File: src/sv/s2i_pkg.sv
`timescale 1ns / 1ps

package s2i_pkg;

  localparam int unsigned AccW     = 64;
  localparam int unsigned SumW     = 70;  // 2^63 * 36 + 35 fits
  localparam int unsigned BaseW    = 6;
  localparam int unsigned OffW     = 16;
  localparam int unsigned MacSteps = BaseW;
  localparam int unsigned StepW    = 3;
  localparam int unsigned PAddrW   = 3;
  localparam int unsigned PDataW   = 32;

  localparam logic [31:0] MaxOffsetDefault = 32'd65535;

  // register index is paddr[2]
  localparam logic RegIdxRadix = 1'b0;

  localparam logic [BaseW-1:0] RadixReset = 6'd10;
  localparam logic [BaseW-1:0] BaseAuto   = 6'd0;
  localparam logic [BaseW-1:0] BaseOne    = 6'd1;
  localparam logic [BaseW-1:0] BaseOct    = 6'd8;
  localparam logic [BaseW-1:0] BaseDec    = 6'd10;
  localparam logic [BaseW-1:0] BaseHex    = 6'd16;
  localparam logic [BaseW-1:0] BaseMax    = 6'd36;
  localparam logic [BaseW-1:0] DigitNone  = 6'd63;

  localparam logic [7:0] ChTab    = 8'd9;
  localparam logic [7:0] ChCr     = 8'd13;
  localparam logic [7:0] ChSpace  = 8'd32;
  localparam logic [7:0] ChPlus   = 8'd43;
  localparam logic [7:0] ChMinus  = 8'd45;
  localparam logic [7:0] ChZero   = 8'd48;
  localparam logic [7:0] ChNine   = 8'd57;
  localparam logic [7:0] ChUpperA = 8'd65;
  localparam logic [7:0] ChUpperX = 8'd88;
  localparam logic [7:0] ChUpperZ = 8'd90;
  localparam logic [7:0] ChLowerA = 8'd97;
  localparam logic [7:0] ChLowerX = 8'd120;
  localparam logic [7:0] ChLowerZ = 8'd122;

  localparam logic [AccW-1:0] Int64Max    = 64'h7FFF_FFFF_FFFF_FFFF;
  localparam logic [AccW-1:0] Int64MinMag = 64'h8000_0000_0000_0000;

  typedef struct packed {
    logic [7:0] char_code;
    logic       string_start;
  } in_item_t;

  typedef struct packed {
    logic signed [AccW-1:0] parsed_value;
    logic [OffW-1:0]        end_offset;
    logic                   has_digits;
    logic                   saturated;
  } out_item_t;

  typedef struct packed {
    logic             start;
    logic             neg;
    logic [AccW-1:0]  acc;
    logic [BaseW-1:0] base;
    logic [BaseW-1:0] digit;
  } mac_req_t;

  typedef struct packed {
    logic            done;
    logic            ovf;
    logic [AccW-1:0] value;
  } mac_rsp_t;

  // digit value of a character, DigitNone when it is no digit in any base
  function automatic logic [BaseW-1:0] digit_of(input logic [7:0] c);
    logic [7:0] t;
    t = 8'd0;
    if (c >= ChZero && c <= ChNine) begin
      t = c - ChZero;
      return t[BaseW-1:0];
    end
    if (c >= ChLowerA && c <= ChLowerZ) begin
      t = c - ChLowerA + 8'd10;
      return t[BaseW-1:0];
    end
    if (c >= ChUpperA && c <= ChUpperZ) begin
      t = c - ChUpperA + 8'd10;
      return t[BaseW-1:0];
    end
    return DigitNone;
  endfunction

endpackage

File: src/sv/s2i_mac.sv
`timescale 1ns / 1ps

module s2i_mac (
  input  logic               clk_i,
  input  logic               rst_ni,
  input  s2i_pkg::mac_req_t  req_i,
  output s2i_pkg::mac_rsp_t  rsp_o
);
  import s2i_pkg::*;

  logic             busy_q, busy_d;
  logic [StepW-1:0] step_q, step_d;
  logic [SumW-1:0]  mcand_q, mcand_d;
  logic [SumW-1:0]  sum_q, sum_d;
  logic [BaseW-1:0] mult_q, mult_d;
  logic             neg_q, neg_d;
  logic [SumW-1:0]  limit;
  logic             last;
  logic             ovf;

  assign last = busy_q && (step_q == StepW'(MacSteps));

  // shift-add over the base bits, digit preloaded into the sum
  always_comb begin
    busy_d  = busy_q;
    step_d  = step_q;
    mcand_d = mcand_q;
    sum_d   = sum_q;
    mult_d  = mult_q;
    neg_d   = neg_q;
    if (req_i.start) begin
      busy_d  = 1'b1;
      step_d  = '0;
      mcand_d = SumW'(req_i.acc);
      sum_d   = SumW'(req_i.digit);
      mult_d  = req_i.base;
      neg_d   = req_i.neg;
    end else if (busy_q) begin
      if (last) begin
        busy_d = 1'b0;
      end else begin
        if (mult_q[0]) begin
          sum_d = sum_q + mcand_q;
        end
        mcand_d = mcand_q << 1;
        mult_d  = mult_q >> 1;
        step_d  = step_q + StepW'(1);
      end
    end
  end

  assign limit = neg_q ? SumW'(Int64MinMag) : SumW'(Int64Max);
  assign ovf   = sum_q > limit;

  assign rsp_o.done  = last;
  assign rsp_o.ovf   = ovf;
  assign rsp_o.value = ovf ? limit[AccW-1:0] : sum_q[AccW-1:0];

  always_ff @(posedge clk_i or negedge rst_ni) begin
    if (!rst_ni) begin
      busy_q <= 1'b0;
      step_q <= '0;
    end else begin
      busy_q <= busy_d;
      step_q <= step_d;
    end
  end

  always_ff @(posedge clk_i) begin
    mcand_q <= mcand_d;
    sum_q   <= sum_d;
    mult_q  <= mult_d;
    neg_q   <= neg_d;
  end

endmodule

File: src/sv/string_to_int64_parser.sv
// Streaming signed 64-bit integer parser.
// Input channel (in_valid_i / in_ready_o / in_i): one character per request;
// string_start marks the first character of a string, and the radix register
// is sampled then. Whitespace, one sign and a 0x prefix are taken as usual.
// Output channel (out_valid_o / out_ready_i / out_o): one result per string,
// sent on the character that ends the number (or at once for a bad base).
// A character that is not a digit is handled in its accept cycle, as is a digit
// once the value has clamped. Any other digit passes through the accept cycle,
// six shift-add steps of the shared multiply-accumulate unit (one per radix bit)
// and the range check and clamp; no new character is taken until it is done.
// A terminating character loads the output register in its accept cycle.
// While the result register is full and out_ready_i is low, no new character
// is taken; the held result stays until it is taken.
// Reset puts the parser in the done state (characters ignored until a
// string start), empties the output register and sets radix to 10.
// Configuration: APB register 0 (radix, 6 bits) at byte address 0, to be written
// only while the parser is idle; the block does not enforce this. pready is always high.
`timescale 1ns / 1ps

module string_to_int64_parser #(
  parameter logic [31:0] MAX_OFFSET = s2i_pkg::MaxOffsetDefault
) (
  input  logic                         clk_i,
  input  logic                         rst_ni,
  input  logic                         in_valid_i,
  output logic                         in_ready_o,
  input  s2i_pkg::in_item_t            in_i,
  output logic                         out_valid_o,
  input  logic                         out_ready_i,
  output s2i_pkg::out_item_t           out_o,
  input  logic                         psel,
  input  logic                         penable,
  input  logic                         pwrite,
  input  logic [s2i_pkg::PAddrW-1:0]   paddr,
  input  logic [s2i_pkg::PDataW-1:0]   pwdata,
  output logic [s2i_pkg::PDataW-1:0]   prdata,
  output logic                         pready
);
  import s2i_pkg::*;

  localparam logic [OffW-1:0] OffsetCap =
    (MAX_OFFSET < 32'd65535) ? MAX_OFFSET[OffW-1:0] : {OffW{1'b1}};

  localparam logic [2:0] PhDone   = 3'd0;
  localparam logic [2:0] PhSpace  = 3'd1;
  localparam logic [2:0] PhSigned = 3'd2;
  localparam logic [2:0] PhZero   = 3'd3;
  localparam logic [2:0] PhDigits = 3'd4;

  localparam logic StIdle = 1'b0;
  localparam logic StMac  = 1'b1;

  logic             state_q, state_d;
  logic [BaseW-1:0] radix_q, radix_d;
  logic [2:0]       phase_q, phase_d;
  logic             neg_q, neg_d;
  logic [BaseW-1:0] base_q, base_d;
  logic [AccW-1:0]  acc_q, acc_d;
  logic [OffW-1:0]  pos_q, pos_d;
  logic             dseen_q, dseen_d;
  logic             ovf_q, ovf_d;
  logic             out_valid_q, out_valid_d;
  out_item_t        out_q, out_d;

  logic             accept;
  logic             fin;
  logic             emit;
  logic             acc_clr;
  logic [BaseW-1:0] dval;
  logic [AccW-1:0]  acc_w;
  logic [AccW-1:0]  signed_val;
  logic             is_ws;
  logic [7:0]       c;
  mac_req_t         mac_req;
  mac_rsp_t         mac_rsp;

  function automatic logic [OffW-1:0] sat_inc(input logic [OffW-1:0] p);
    return (p < OffsetCap) ? p + OffW'(1) : p;
  endfunction

  assign in_ready_o = (state_q == StIdle) && (!out_valid_q || out_ready_i);
  assign accept     = in_valid_i && in_ready_o;
  assign c          = in_i.char_code;
  assign is_ws      = (c == ChSpace) || (c >= ChTab && c <= ChCr);
  assign dval       = digit_of(c);

  always_comb begin
    state_d     = state_q;
    phase_d     = phase_q;
    neg_d       = neg_q;
    base_d      = base_q;
    acc_d       = acc_q;
    pos_d       = pos_q;
    dseen_d     = dseen_q;
    ovf_d       = ovf_q;
    fin         = 1'b0;
    emit        = 1'b0;
    acc_clr     = 1'b0;
    mac_req     = '0;

    if (accept) begin
      if (in_i.string_start) begin
        neg_d   = 1'b0;
        pos_d   = '0;
        dseen_d = 1'b0;
        ovf_d   = 1'b0;
        acc_clr = 1'b1;
        base_d  = radix_q;
        if (radix_q == BaseOne || radix_q > BaseMax) begin
          emit = 1'b1;
          fin  = 1'b1;
        end else begin
          phase_d = PhSpace;
        end
      end
      if (!fin && phase_d == PhDone) begin
        fin = 1'b1;
      end
      if (!fin && phase_d == PhSpace) begin
        if (is_ws) begin
          pos_d = sat_inc(pos_d);
          fin   = 1'b1;
        end else begin
          phase_d = PhSigned;
          if (c == ChMinus || c == ChPlus) begin
            neg_d = (c == ChMinus);
            pos_d = sat_inc(pos_d);
            fin   = 1'b1;
          end
        end
      end
      if (!fin && phase_d == PhSigned) begin
        if ((base_d == BaseAuto || base_d == BaseHex) && c == ChZero) begin
          pos_d   = sat_inc(pos_d);
          phase_d = PhZero;
          fin     = 1'b1;
        end else begin
          if (base_d == BaseAuto) begin
            base_d = BaseDec;
          end
          phase_d = PhDigits;
        end
      end
      if (!fin && phase_d == PhZero) begin
        phase_d = PhDigits;
        if (c == ChLowerX || c == ChUpperX) begin
          base_d = BaseHex;
          pos_d  = sat_inc(pos_d);
          fin    = 1'b1;
        end else begin
          if (base_d == BaseAuto) begin
            base_d = BaseOct;
          end
          // the leading zero counts as a digit; value stays zero
          dseen_d = 1'b1;
        end
      end
      if (!fin) begin
        if (dval < base_d) begin
          pos_d   = sat_inc(pos_d);
          dseen_d = 1'b1;
          if (!ovf_d) begin
            mac_req.start = 1'b1;
            state_d       = StMac;
          end
        end else begin
          emit = 1'b1;
        end
      end
      if (emit) begin
        phase_d = PhDone;
      end
      if (acc_clr) begin
        acc_d = '0;
      end
    end else if (state_q == StMac && mac_rsp.done) begin
      acc_d   = mac_rsp.value;
      ovf_d   = ovf_q | mac_rsp.ovf;
      state_d = StIdle;
    end

    mac_req.neg   = neg_d;
    mac_req.acc   = acc_clr ? '0 : acc_q;
    mac_req.base  = base_d;
    mac_req.digit = dval;
  end

  assign acc_w      = acc_clr ? '0 : acc_q;
  assign signed_val = neg_d ? (~acc_w + AccW'(1)) : acc_w;

  always_comb begin
    out_d       = out_q;
    out_valid_d = out_valid_q;
    if (out_valid_q && out_ready_i) begin
      out_valid_d = 1'b0;
    end
    if (emit) begin
      out_valid_d             = 1'b1;
      out_d.parsed_value      = dseen_d ? signed_val : '0;
      out_d.end_offset        = dseen_d ? pos_d : '0;
      out_d.has_digits        = dseen_d;
      out_d.saturated         = dseen_d && ovf_d;
    end
  end

  // configuration port
  assign pready = 1'b1;
  assign prdata = (paddr[PAddrW-1] == RegIdxRadix) ? PDataW'(radix_q) : '0;

  always_comb begin
    radix_d = radix_q;
    if (psel && penable && pwrite && paddr[PAddrW-1] == RegIdxRadix) begin
      radix_d = pwdata[BaseW-1:0];
    end
  end

  s2i_mac u_mac (
    .clk_i  (clk_i),
    .rst_ni (rst_ni),
    .req_i  (mac_req),
    .rsp_o  (mac_rsp)
  );

  always_ff @(posedge clk_i or negedge rst_ni) begin
    if (!rst_ni) begin
      state_q     <= StIdle;
      radix_q     <= RadixReset;
      phase_q     <= PhDone;
      neg_q       <= 1'b0;
      base_q      <= '0;
      acc_q       <= '0;
      pos_q       <= '0;
      dseen_q     <= 1'b0;
      ovf_q       <= 1'b0;
      out_valid_q <= 1'b0;
    end else begin
      state_q     <= state_d;
      radix_q     <= radix_d;
      phase_q     <= phase_d;
      neg_q       <= neg_d;
      base_q      <= base_d;
      acc_q       <= acc_d;
      pos_q       <= pos_d;
      dseen_q     <= dseen_d;
      ovf_q       <= ovf_d;
      out_valid_q <= out_valid_d;
    end
  end

  always_ff @(posedge clk_i) begin
    out_q <= out_d;
  end

  assign out_valid_o = out_valid_q;
  assign out_o       = out_q;

`ifndef SYNTHESIS
  a_mac_latency: assert property (@(posedge clk_i) disable iff (!rst_ni)
    mac_req.start |-> ##7 mac_rsp.done)
    else $error("multiply-accumulate did not finish in 7 cycles");

  a_sat_needs_digits: assert property (@(posedge clk_i) disable iff (!rst_ni)
    out_valid_o |-> (!out_o.saturated || out_o.has_digits))
    else $error("saturated result without digits");

  a_empty_result: assert property (@(posedge clk_i) disable iff (!rst_ni)
    (out_valid_o && !out_o.has_digits) |->
      (out_o.parsed_value == '0 && out_o.end_offset == '0))
    else $error("result without digits is not zero");

  a_done_after_result: assert property (@(posedge clk_i) disable iff (!rst_ni)
    $rose(out_valid_o) |-> (phase_q == PhDone && state_q == StIdle))
    else $error("result sent while parse still open");
`endif

endmodule
File: config.mk
export PLATFORM = sky130hd
export DESIGN_NAME = string_to_int64_parser
export DESIGN_NICKNAME = d
export VERILOG_FILES = /design/src/sv/s2i_pkg.sv /design/src/sv/s2i_mac.sv /design/src/sv/string_to_int64_parser.sv
export SDC_FILE = /design/constraint.sdc
export NUM_CORES = 1
export LEC_CHECK = 0
export BUFFER_PORTS_ARGS = -buffer_cell sky130_fd_sc_hd__buf_2
export CORE_ASPECT_RATIO = 1.4
export CORE_MARGIN = 1.5
export CORE_UTILIZATION = 45
export CTS_CLUSTER_DIAMETER = 40
export CTS_CLUSTER_SIZE = 14
export DETAILED_ROUTE_END_ITERATION = 8
export PLACE_DENSITY = 0.68
export SETUP_SLACK_MARGIN = 0.15
export SLEW_MARGIN = 0
export SYNTH_ARGS = -nofsm -noshare
export SYNTH_HDL_FRONTEND = slang
export SYNTH_SLANG_ARGS = --single-unit
File: constraint.sdc
create_clock -name clk_i -period 15.1 [get_ports clk_i]
set_input_delay 2.265 -clock clk_i [delete_from_list [all_inputs] [get_ports clk_i]]
set_output_delay 2.265 -clock clk_i [all_outputs]
set_load 0.005 [all_outputs]
==> flow_metrics.env, run 1 <==
export IMPL_dieArea_um2=54300
export IMPL_wirelength_um=71400
export IMPL_rsz0062_at_grt="false"
export IMPL_core_area_um2=52100
export IMPL_grt_usage_pct=26.0
export IMPL_finalSetupViolCount=0
export IMPL_cts_buffers=46
export IMPL_cts_max_path_buffers=3
export IMPL_clock_sinks=333
export IMPL_vias=21344
export IMPL_ir_drop_v=0.000108
export IMPL_worstPathRequired_ps=15420
export IMPL_leakage_nw=10.8
export IMPL_cts_tree="done"
export IMPL_hold_viol=0
export IMPL_drc=0
export IMPL_wl_per_cell_um=20.2
export IMPL_cts_root_buffer="clkbuf_16"
export IMPL_antenna_found_initial=0
export IMPL_fin_nets=2992
export IMPL_cts_hold_fix_buffers=0
export IMPL_grt_pass1_wl_um=113000
export IMPL_worst_slew_pin_slew_ps=1120
export IMPL_fin_setup_tns_ps=0
export IMPL_vias_per_cell=6.04
export IMPL_syn_area_um2=23800
export IMPL_synth_seq_cells=333
export IMPL_power_density_nw_per_um2=220
export IMPL_ctsHtreeMaxLevel=2
export IMPL_ant_nets=0
export IMPL_grt_max_degree=108
export IMPL_synth_edff_count=159
export IMPL_drive_above_1_share_pct=11.3
export IMPL_area_growth_pct=11.3
export IMPL_cp_arrival_ps=11570
export IMPL_rows=99
export IMPL_slew_headroom_pct=25.2
export IMPL_worstHoldPathType="flop to flop"
export IMPL_fillers=4788
export IMPL_multi_input_area_um2=14300
export IMPL_netlist_instances=2743
export IMPL_crit_top_cell="ha_1"
export IMPL_drv_cap=0
export IMPL_synth_flop_cell="edfxtp_1"
export IMPL_dp_hpwl_um=53000
export IMPL_post_route_period_util_pct=74.5
export IMPL_start_util_pct=45.7
export IMPL_cp_max_fo=44
export IMPL_syn_avg_cell_area_um2=8.68
export IMPL_critPathMaxStageDelay_ps=810
export IMPL_clk_latency_ps=580
export IMPL_gp_congestion=0.982
export IMPL_end_kind="flop"
export IMPL_ios=168
export IMPL_die_y_um=275
export IMPL_critPathLaunchType="input port"
export IMPL_regArea_um2=8780
export IMPL_synth_warnings=0
export IMPL_dr_pass1_iters=6
export IMPL_fin_ws_ps=3850
export IMPL_gr_total_overflow=0
export IMPL_cts_resized_gates=0
export IMPL_period_needed_ps=11250
export IMPL_cts_clk_slew_worst_paths_ps=60
export IMPL_critPathKind="input port to flop"
export IMPL_n_antenna_cell=0
export IMPL_pre_cts_ws_ps=3340
export IMPL_grt_pass1_vias=20844
export IMPL_outcome="finished clean"
export IMPL_max_freq_ghz=0.0889
export IMPL_cts_setup_buffers=0
export IMPL_async_reset_ff_share_pct=31.2
export IMPL_ys_seq_area_share_pct=36.9
export IMPL_numPortBuffers=112
export IMPL_fp_dieW_um=197
export IMPL_worst_path_max_delay_cell="or4b_1"
export IMPL_ys_types=115
export IMPL_drv_slew=0
export IMPL_first_iter_violations=1448
export IMPL_skew_ps=26.3
==> synth_stat cells (7+ instances only) <==
library cell / instances / area share (%)
a21o_1: 75 / 2.4
nor2_1: 227 / 3.6
or4_1: 12 / 0.38
a32oi_1: 16 / 0.59
o31ai_1: 19 / 0.60
nand3b_1: 7 / 0.22
nor4b_1: 10 / 0.37
edfxtp_1: 159 / 20
inv_1: 47 / 0.74
a22oi_1: 14 / 0.44
nor3_1: 65 / 1.4
nor2b_1: 49 / 1.3
nor4_1: 29 / 0.76
o21ai_0: 283 / 5.9
nor3b_1: 13 / 0.41
mux2_2: 21 / 0.99
o21bai_1: 25 / 0.79
xor2_1: 52 / 1.9
or3_1: 18 / 0.47
dfrtp_1: 102 / 11
or2_2: 12 / 0.32
o211ai_1: 71 / 2.2
o21a_1: 27 / 0.85
clkbuf_1: 113 / 1.8
a31oi_1: 15 / 0.39
nand2_1: 338 / 5.3
dfxtp_1: 70 / 5.9
o41ai_1: 7 / 0.26
nand2b_1: 32 / 0.84
mux2i_1: 19 / 0.80
xnor2_1: 73 / 2.7
o2111ai_1: 8 / 0.29
buf_4: 31 / 0.98
nand4_1: 33 / 0.87
buf_1: 15 / 0.24
and2_1: 27 / 0.71
and3_1: 21 / 0.55
nand3_1: 45 / 0.95
a211oi_1: 17 / 0.54
ha_1: 153 / 8.0
a21oi_1: 218 / 4.6
==> metal layers <==
| metal | routed length, um | up-vias | GRT usage [%] | part of all wire, % |
|---|---|---|---|---|
| li1 | - | 10200 | - | - |
| met5 | 0 | - | 0 | 0 |
| met3 | 3290 | 201 | 2.50 | 4.6 |
| met1 | 28100 | 10231 | 29.8 | 39 |
| met4 | 3620 | 0 | 13.3 | 5.1 |
| met2 | 36500 | 712 | 47.9 | 51 |
==> worst paths after layout <==
check	endpoint	from	cells past startpoint	slack (ps)
max in group asynchronous	acc_q[14]	rst_ni	2	12120
worst max register to register	out_o[2]	pos_q[0]	30	5940
worst min-delay path	u_mac.mcand_q[69]	u_mac.mcand_q[68]	2	480
min in group asynchronous	u_mac.step_q[1]	rst_ni	1	1720
worst max-delay path	out_o[2]	in_i[0]	33	3850
worst min register to register	u_mac.mcand_q[69]	u_mac.mcand_q[68]	2	480
==> where the power goes <==
part,total [mW],internal (mW),leakage (nW),switching [mW]
sequential,1.69,1.36,3.49,0.323
clock,1.16,0.695,0.787,0.464
combinational,2.98,1.14,6.50,1.84
total,5.83,3.20,10.8,2.63
==> flip-flops by register name, summed over array words and instances (netlist names) <==
signal         count
base_q             6
out_valid_o        1
u_mac.mult_q       6
phase_q            3
ovf_q              1
pos_q             16
acc_q             64
radix_q            6
neg_q              1
state_q            1
dseen_q            1
u_mac.busy_q       1
u_mac.sum_q       70
out_o             82
u_mac.mcand_q     70
u_mac.step_q       3
u_mac.neg_q        1
==> critical path: cells and delay by family <==
family / cells / cell delay [ps]
multiplexers: 1 / 280
XOR/XNOR: 4 / 960
AO/OA/AOI/OAI: 5 / 1810
buffers and inverters: 4 / 900
adder cells (fa/ha/maj): 4 / 1370
AND/OR/NAND/NOR: 15 / 3930
==> cell type report <==
cell class                 instances  share of cell area [%]
multi-input combinational       2221                    53.8
sequential                       333                    33.1
clock buffer                      53                    4.68
tap                              707                    3.34
timing repair buffer             136                    2.80
clock inverter                    33                    1.53
inverter                          49                   0.694
==> cells by family after synthesis <==
logic type | Yosys count | synth area share [%]
AOI/OAI and AO/OA | 890 | 23.9
other | 2 | 0.0315
xor gates and xnor gates | 127 | 4.78
DFF | 333 | 36.9
adders and majority gates | 154 | 8.12
buffers and inverters | 214 | 3.97
muxes | 41 | 1.85
and+or+nand+nor | 982 | 20.5
==> layout by cell type (no fill, tap or decap), types with 71 or more instances in the layout <==
| cell | netlist | layout |
|---|---|---|
| xnor2_1 | 73 | 73 |
| nor2_1 | 227 | 226 |
| dfrtp_1 | 102 | 102 |
| ha_1 | 153 | 153 |
| edfxtp_1 | 159 | 159 |
| a21oi_1 | 218 | 216 |
| buf_2 | 2 | 111 |
| nand2_1 | 338 | 334 |
| o211ai_1 | 71 | 71 |
| a21o_1 | 75 | 75 |
| o21ai_0 | 283 | 283 |
==> through the flow <==
stage	total power [mW]	area [um2]	hold WS, ps	util, %	std cells
after floorplan	3.80	23900	449	-	2768
after global placement	4.53	24900	470	47.7	3446
after detailed placement	4.62	24900	474	47.7	3446
after CTS	5.80	26500	481	50.8	3532
after global routing	6.26	26500	499	50.8	3532
final	5.83	26500	480	50.8	3532
Power figures use the tool's default switching activity.
==> inputs of run 2 (changes only) <==
==> constraint.sdc (replaced) <==
create_clock -name clk_i -period 10.72 [get_ports clk_i]
set_input_delay 1.608 -clock clk_i [delete_from_list [all_inputs] [get_ports clk_i]]
set_output_delay 1.608 -clock clk_i [all_outputs]
set_load 0.005 [all_outputs]
==> flow_metrics.env, run 2 (synthesized netlist as in run 1, its figures left out) <==
export IMPL_area_growth_pct=11.7
export IMPL_dr_pass1_iters=6
export IMPL_power_density_nw_per_um2=310
export IMPL_period_needed_ps=9460
export IMPL_largest_reg_flops=82
export IMPL_grt_pass1_wl_um=115000
export IMPL_cp_buffers_inverters=3
export IMPL_clock_sinks=333
export IMPL_worst_slew_pin_slew_ps=1070
export IMPL_start_util_pct=45.7
export IMPL_finalSetupViolCount=0
export IMPL_cts_max_path_buffers=3
export IMPL_vias_per_cell=6.07
export IMPL_worstHoldPathType="flop to flop"
export IMPL_ant_nets=0
export IMPL_slew_headroom_pct=28.4
export IMPL_dieArea_um2=54300
export IMPL_max_freq_ghz=0.106
export IMPL_first_iter_violations=1640
export IMPL_leakage_nw=10.9
export IMPL_grt_max_degree=108
export IMPL_whs_ps=478
export IMPL_final_area_um2=26600
export IMPL_ir_drop_v=0.000152
export IMPL_hold_viol=0
export IMPL_place_area_um2=25000
export IMPL_core_area_um2=52100
export IMPL_hold_depth=2
export IMPL_layout_commonest_cell="nand2_1"
export IMPL_path_depth=32
export IMPL_post_route_period_util_pct=88.3
export IMPL_gp_congestion=0.987
export IMPL_grt_usage_pct=26.8
export IMPL_cts_resized_gates=0
export IMPL_dp_hpwl_um=54900
export IMPL_wl_per_cell_um=20.7
export IMPL_drv_cap=0
export IMPL_multi_input_area_um2=14300
export IMPL_rr_worst_depth=30
export IMPL_critPathKind="input port to flop"
export IMPL_reg2reg_slack_ps=1950
export IMPL_drc=0
export IMPL_critPathLaunchType="input port"
export IMPL_fillers=4794
export IMPL_crit_family="simple AND/OR/NAND/NOR gates"
export IMPL_fin_nets=3011
export IMPL_grt_pass1_vias=21138
export IMPL_cts_root_buffer="clkbuf_16"
export IMPL_cp_max_fo=9
export IMPL_cp_arrival_ps=9800
export IMPL_drive_above_1_share_pct=11.8
export IMPL_critPathMaxStageDelay_ps=790
export IMPL_cts_clk_slew_worst_paths_ps=60
export IMPL_cts_setup_buffers=0
export IMPL_die_y_um=275
export IMPL_cts_tree="done"
export IMPL_outcome="finished clean"
export IMPL_wirelength_um=73400
export IMPL_cts_hold_fix_buffers=0
export IMPL_drv_slew=0
export IMPL_clk_latency_ps=590
export IMPL_gr_total_overflow=0
export IMPL_mostFrequentLayoutCells="nand2_1 (334), o21ai_0 (283), nor2_1 (226)"
export IMPL_vias=21563
export IMPL_antenna_found_initial=0
export IMPL_ctsHtreeMaxLevel=2
export IMPL_rsz0062_at_grt="false"
export IMPL_fp_dieW_um=197
export IMPL_cts_buffers=45
export IMPL_fin_setup_tns_ps=0
export IMPL_numPortBuffers=112
export IMPL_rows=99
export IMPL_ios=168
export IMPL_regArea_um2=8780
export IMPL_crit_top_cell="ha_1"
export IMPL_worst_path_max_delay_cell="or4b_1"
export IMPL_end_kind="flop"
export IMPL_worstPathRequired_ps=11060
export IMPL_skew_ps=22.7
export IMPL_n_antenna_cell=0
[run 2: cell types whose count changed in the layout (fill, tap and decap cells not counted), sizes merged]
cell      change
clkinvlp      -3
buf          +20
clkinv        +1
bufinv        -3
inv           +3
[run 2: path summary, 6_finish.rpt]
kind,to,start
max reg2reg,out_o[2],pos_q[0]
max,out_o[2],in_i[0]
min,u_mac.mcand_q[65],u_mac.mcand_q[65]
max in group asynchronous,pos_q[13],rst_ni
min reg2reg,u_mac.mcand_q[65],u_mac.mcand_q[65]
min in group asynchronous,acc_q[62],rst_ni
[run 2: routing by layer]
layer | global-route usage, % | vias to the layer above | share of wire, %
li1 | - | 10234 | -
met1 | 30.2 | 10389 | 38
met2 | 48.9 | 736 | 51
met3 | 3.08 | 204 | 5.1
met4 | 15.2 | 0 | 5.6
met5 | 0 | - | 0
[run 2: final cells by class]
cell class / instances / share of cell area (%)
Clock buffer: 53 / 4.63
Clock inverter: 31 / 1.35
Inverter: 49 / 0.692
Multi-Input combinational cell: 2221 / 53.6
Sequential cell: 333 / 33.0
Tap cell: 707 / 3.33
Timing Repair Buffer: 156 / 3.36
[run 2: per-stage QoR]
stage / setup WS [ps] / utilization, % / power, mW / instances
6_report: 1260 / 51.0 / 8.24 / 3550
5_1_grt: 672 / 51.0 / 8.84 / 3550
3_3_place_gp: 868 / 47.9 / 6.45 / 3466
3_5_place_dp: 758 / 47.9 / 6.57 / 3466
4_1_cts: 1340 / 51.0 / 8.19 / 3550
2_1_floorplan: 1590 / - / 5.35 / 2768
[run 2: tightest hold or removal path, stage by stage (launching register included)]
cell     delay (ps)
dfxtp_1         320
nand2_1          60
a21oi_1          50
[run 2: power by group]
part / switching [mW] / total [mW] / internal, mW
Sequential: 0.459 / 2.37 / 1.92
Clock: 0.681 / 1.59 / 0.909
Combinational: 2.65 / 4.28 / 1.63
==> inputs of run 3 (changes only) <==
--- a/config.mk
+++ b/config.mk
@@ -12,7 +12,6 @@
 export CTS_CLUSTER_DIAMETER = 40
 export CTS_CLUSTER_SIZE = 14
 export DETAILED_ROUTE_END_ITERATION = 8
-export PLACE_DENSITY = 0.68
 export SETUP_SLACK_MARGIN = 0.15
 export SLEW_MARGIN = 0
 export SYNTH_ARGS = -nofsm -noshare
==> flow_metrics.env, run 3 (synthesized netlist as in run 1, its figures left out) <==
export IMPL_outcome="finished clean"
export IMPL_vias=21398
export IMPL_cts_hold_fix_buffers=0
export IMPL_hold_start="u_mac.sum_q[67]"
export IMPL_fin_setup_tns_ps=0
export IMPL_first_iter_violations=1329
export IMPL_worstHoldPathType="flop to flop"
export IMPL_grt_max_degree=114
export IMPL_clock_sinks=333
export IMPL_grt_pass1_wl_um=117000
export IMPL_largest_reg_flops=82
export IMPL_drc=0
export IMPL_crit_top_cell="ha_1"
export IMPL_numPortBuffers=112
export IMPL_dr_pass1_iters=5
export IMPL_regArea_um2=8780
export IMPL_power_density_nw_per_um2=311
export IMPL_drive_above_1_share_pct=12.0
export IMPL_multi_input_area_um2=14300
export IMPL_max_freq_ghz=0.106
export IMPL_fp_dieW_um=197
export IMPL_cts_tree="done"
export IMPL_final_area_um2=26700
export IMPL_worst_slew_pin_slew_ps=1100
export IMPL_worst_path_max_delay_cell="or4b_1"
export IMPL_gp_congestion=0.948
export IMPL_worstPathRequired_ps=11070
export IMPL_area_growth_pct=12.2
export IMPL_cts_max_path_buffers=3
export IMPL_end_kind="flop"
export IMPL_gr_total_overflow=0
export IMPL_dieArea_um2=54300
export IMPL_layout_commonest_cell="nand2_1"
export IMPL_cts_resized_gates=0
export IMPL_antenna_found_initial=0
export IMPL_ir_drop_v=0.000149
export IMPL_cp_max_fo=9
export IMPL_r2r_start="pos_q[0]"
export IMPL_hold_viol=0
export IMPL_ant_nets=0
export IMPL_drv_slew=0
export IMPL_wirelength_um=74400
export IMPL_period_needed_ps=9460
export IMPL_design_power_total_mw=8.31
export IMPL_n_antenna_cell=0
export IMPL_clk_latency_ps=600
export IMPL_grt_usage_pct=27.4
export IMPL_critPathMaxStageDelay_ps=610
export IMPL_die_y_um=275
export IMPL_dp_hpwl_um=56100
export IMPL_core_area_um2=52100
export IMPL_drv_cap=0
export IMPL_cp_arrival_ps=9810
export IMPL_grt_pass1_vias=20769
export IMPL_rows=99
export IMPL_cts_buffers=48
export IMPL_finalSetupViolCount=0
export IMPL_vias_per_cell=6.02
export IMPL_post_route_period_util_pct=88.3
export IMPL_fillers=4906
export IMPL_cts_clk_slew_worst_paths_ps=60
export IMPL_pre_cts_ws_ps=752
export IMPL_rsz0062_at_grt="false"
export IMPL_cts_root_buffer="clkbuf_16"
export IMPL_start_util_pct=45.7
export IMPL_ctsHtreeMaxLevel=2
export IMPL_fin_ws_ps=1260
export IMPL_ios=168
export IMPL_slew_headroom_pct=26.8
export IMPL_critPathLaunchType="input port"
export IMPL_place_area_um2=25000
export IMPL_skew_ps=22.9
export IMPL_leakage_nw=10.9
export IMPL_fin_nets=3014
export IMPL_startpoint="in_i[0]"
export IMPL_cts_setup_buffers=0
export IMPL_critPathKind="input port to flop"
export IMPL_wl_per_cell_um=20.9
export IMPL_mostFrequentLayoutCells="nand2_1 (334), o21ai_0 (283), nor2_1 (226)"
-- run 3: power breakdown --
| part | internal, mW | total [mW] | switching, mW | leakage, nW |
|---|---|---|---|---|
| clock | 1.03 | 1.71 | 0.676 | 0.833 |
| combinational | 1.62 | 4.21 | 2.59 | 6.60 |
| sequential | 1.92 | 2.39 | 0.471 | 3.49 |
| total | 4.57 | 8.31 | 3.74 | 10.9 |
-- run 3: stage by stage --
stage	hold WS [ps]	cells	util [%]
CTS	481	3556	51.2
global route	504	3556	51.2
floorplan	449	2768	-
detailed placement	474	3466	47.9
finish	473	3556	51.2
global placement	467	3466	47.9
-- run 3: final timing paths --
kind / endpoint / slack (ps) / depth (start not counted)
max: out_o[12] / 1260 / 33
min in group asynchronous: acc_q[0] / 980 / 1
min: u_mac.sum_q[67] / 470 / 2
min reg2reg: u_mac.sum_q[67] / 470 / 2
max reg2reg: out_o[12] / 1960 / 31
max in group asynchronous: pos_q[9] / 8250 / 2
-- run 3: cell type report --
type | count | area share [%]
clock buffer | 53 | 4.65
clock inverter | 37 | 1.74
inverter | 49 | 0.689
multi-input combinational | 2221 | 53.4
sequential | 333 | 32.9
tap | 707 | 3.31
timing repair buffer | 156 | 3.34
-- run 3: worst max-delay path: cells and delay by family --
family,cells,cell delay (ps)
adders and majority gates,4,1380
xor gates and xnor gates,4,900
buffers and inverters,4,550
muxes,1,270
and+or+nand+nor,16,3820
AOI/OAI and AO/OA,4,1240
-- run 3: per-layer routing --
metal  vias to the layer above  wire [um]  share of wire [%]  track usage (%)
met5                         -          0                  0                0
met4                         0       3190                4.3             12.5
met3                       158       3370                4.5             3.04
met2                       631      37400                 50             49.1
met1                     10372      30400                 41             32.7
li1                      10237          -                  -                -
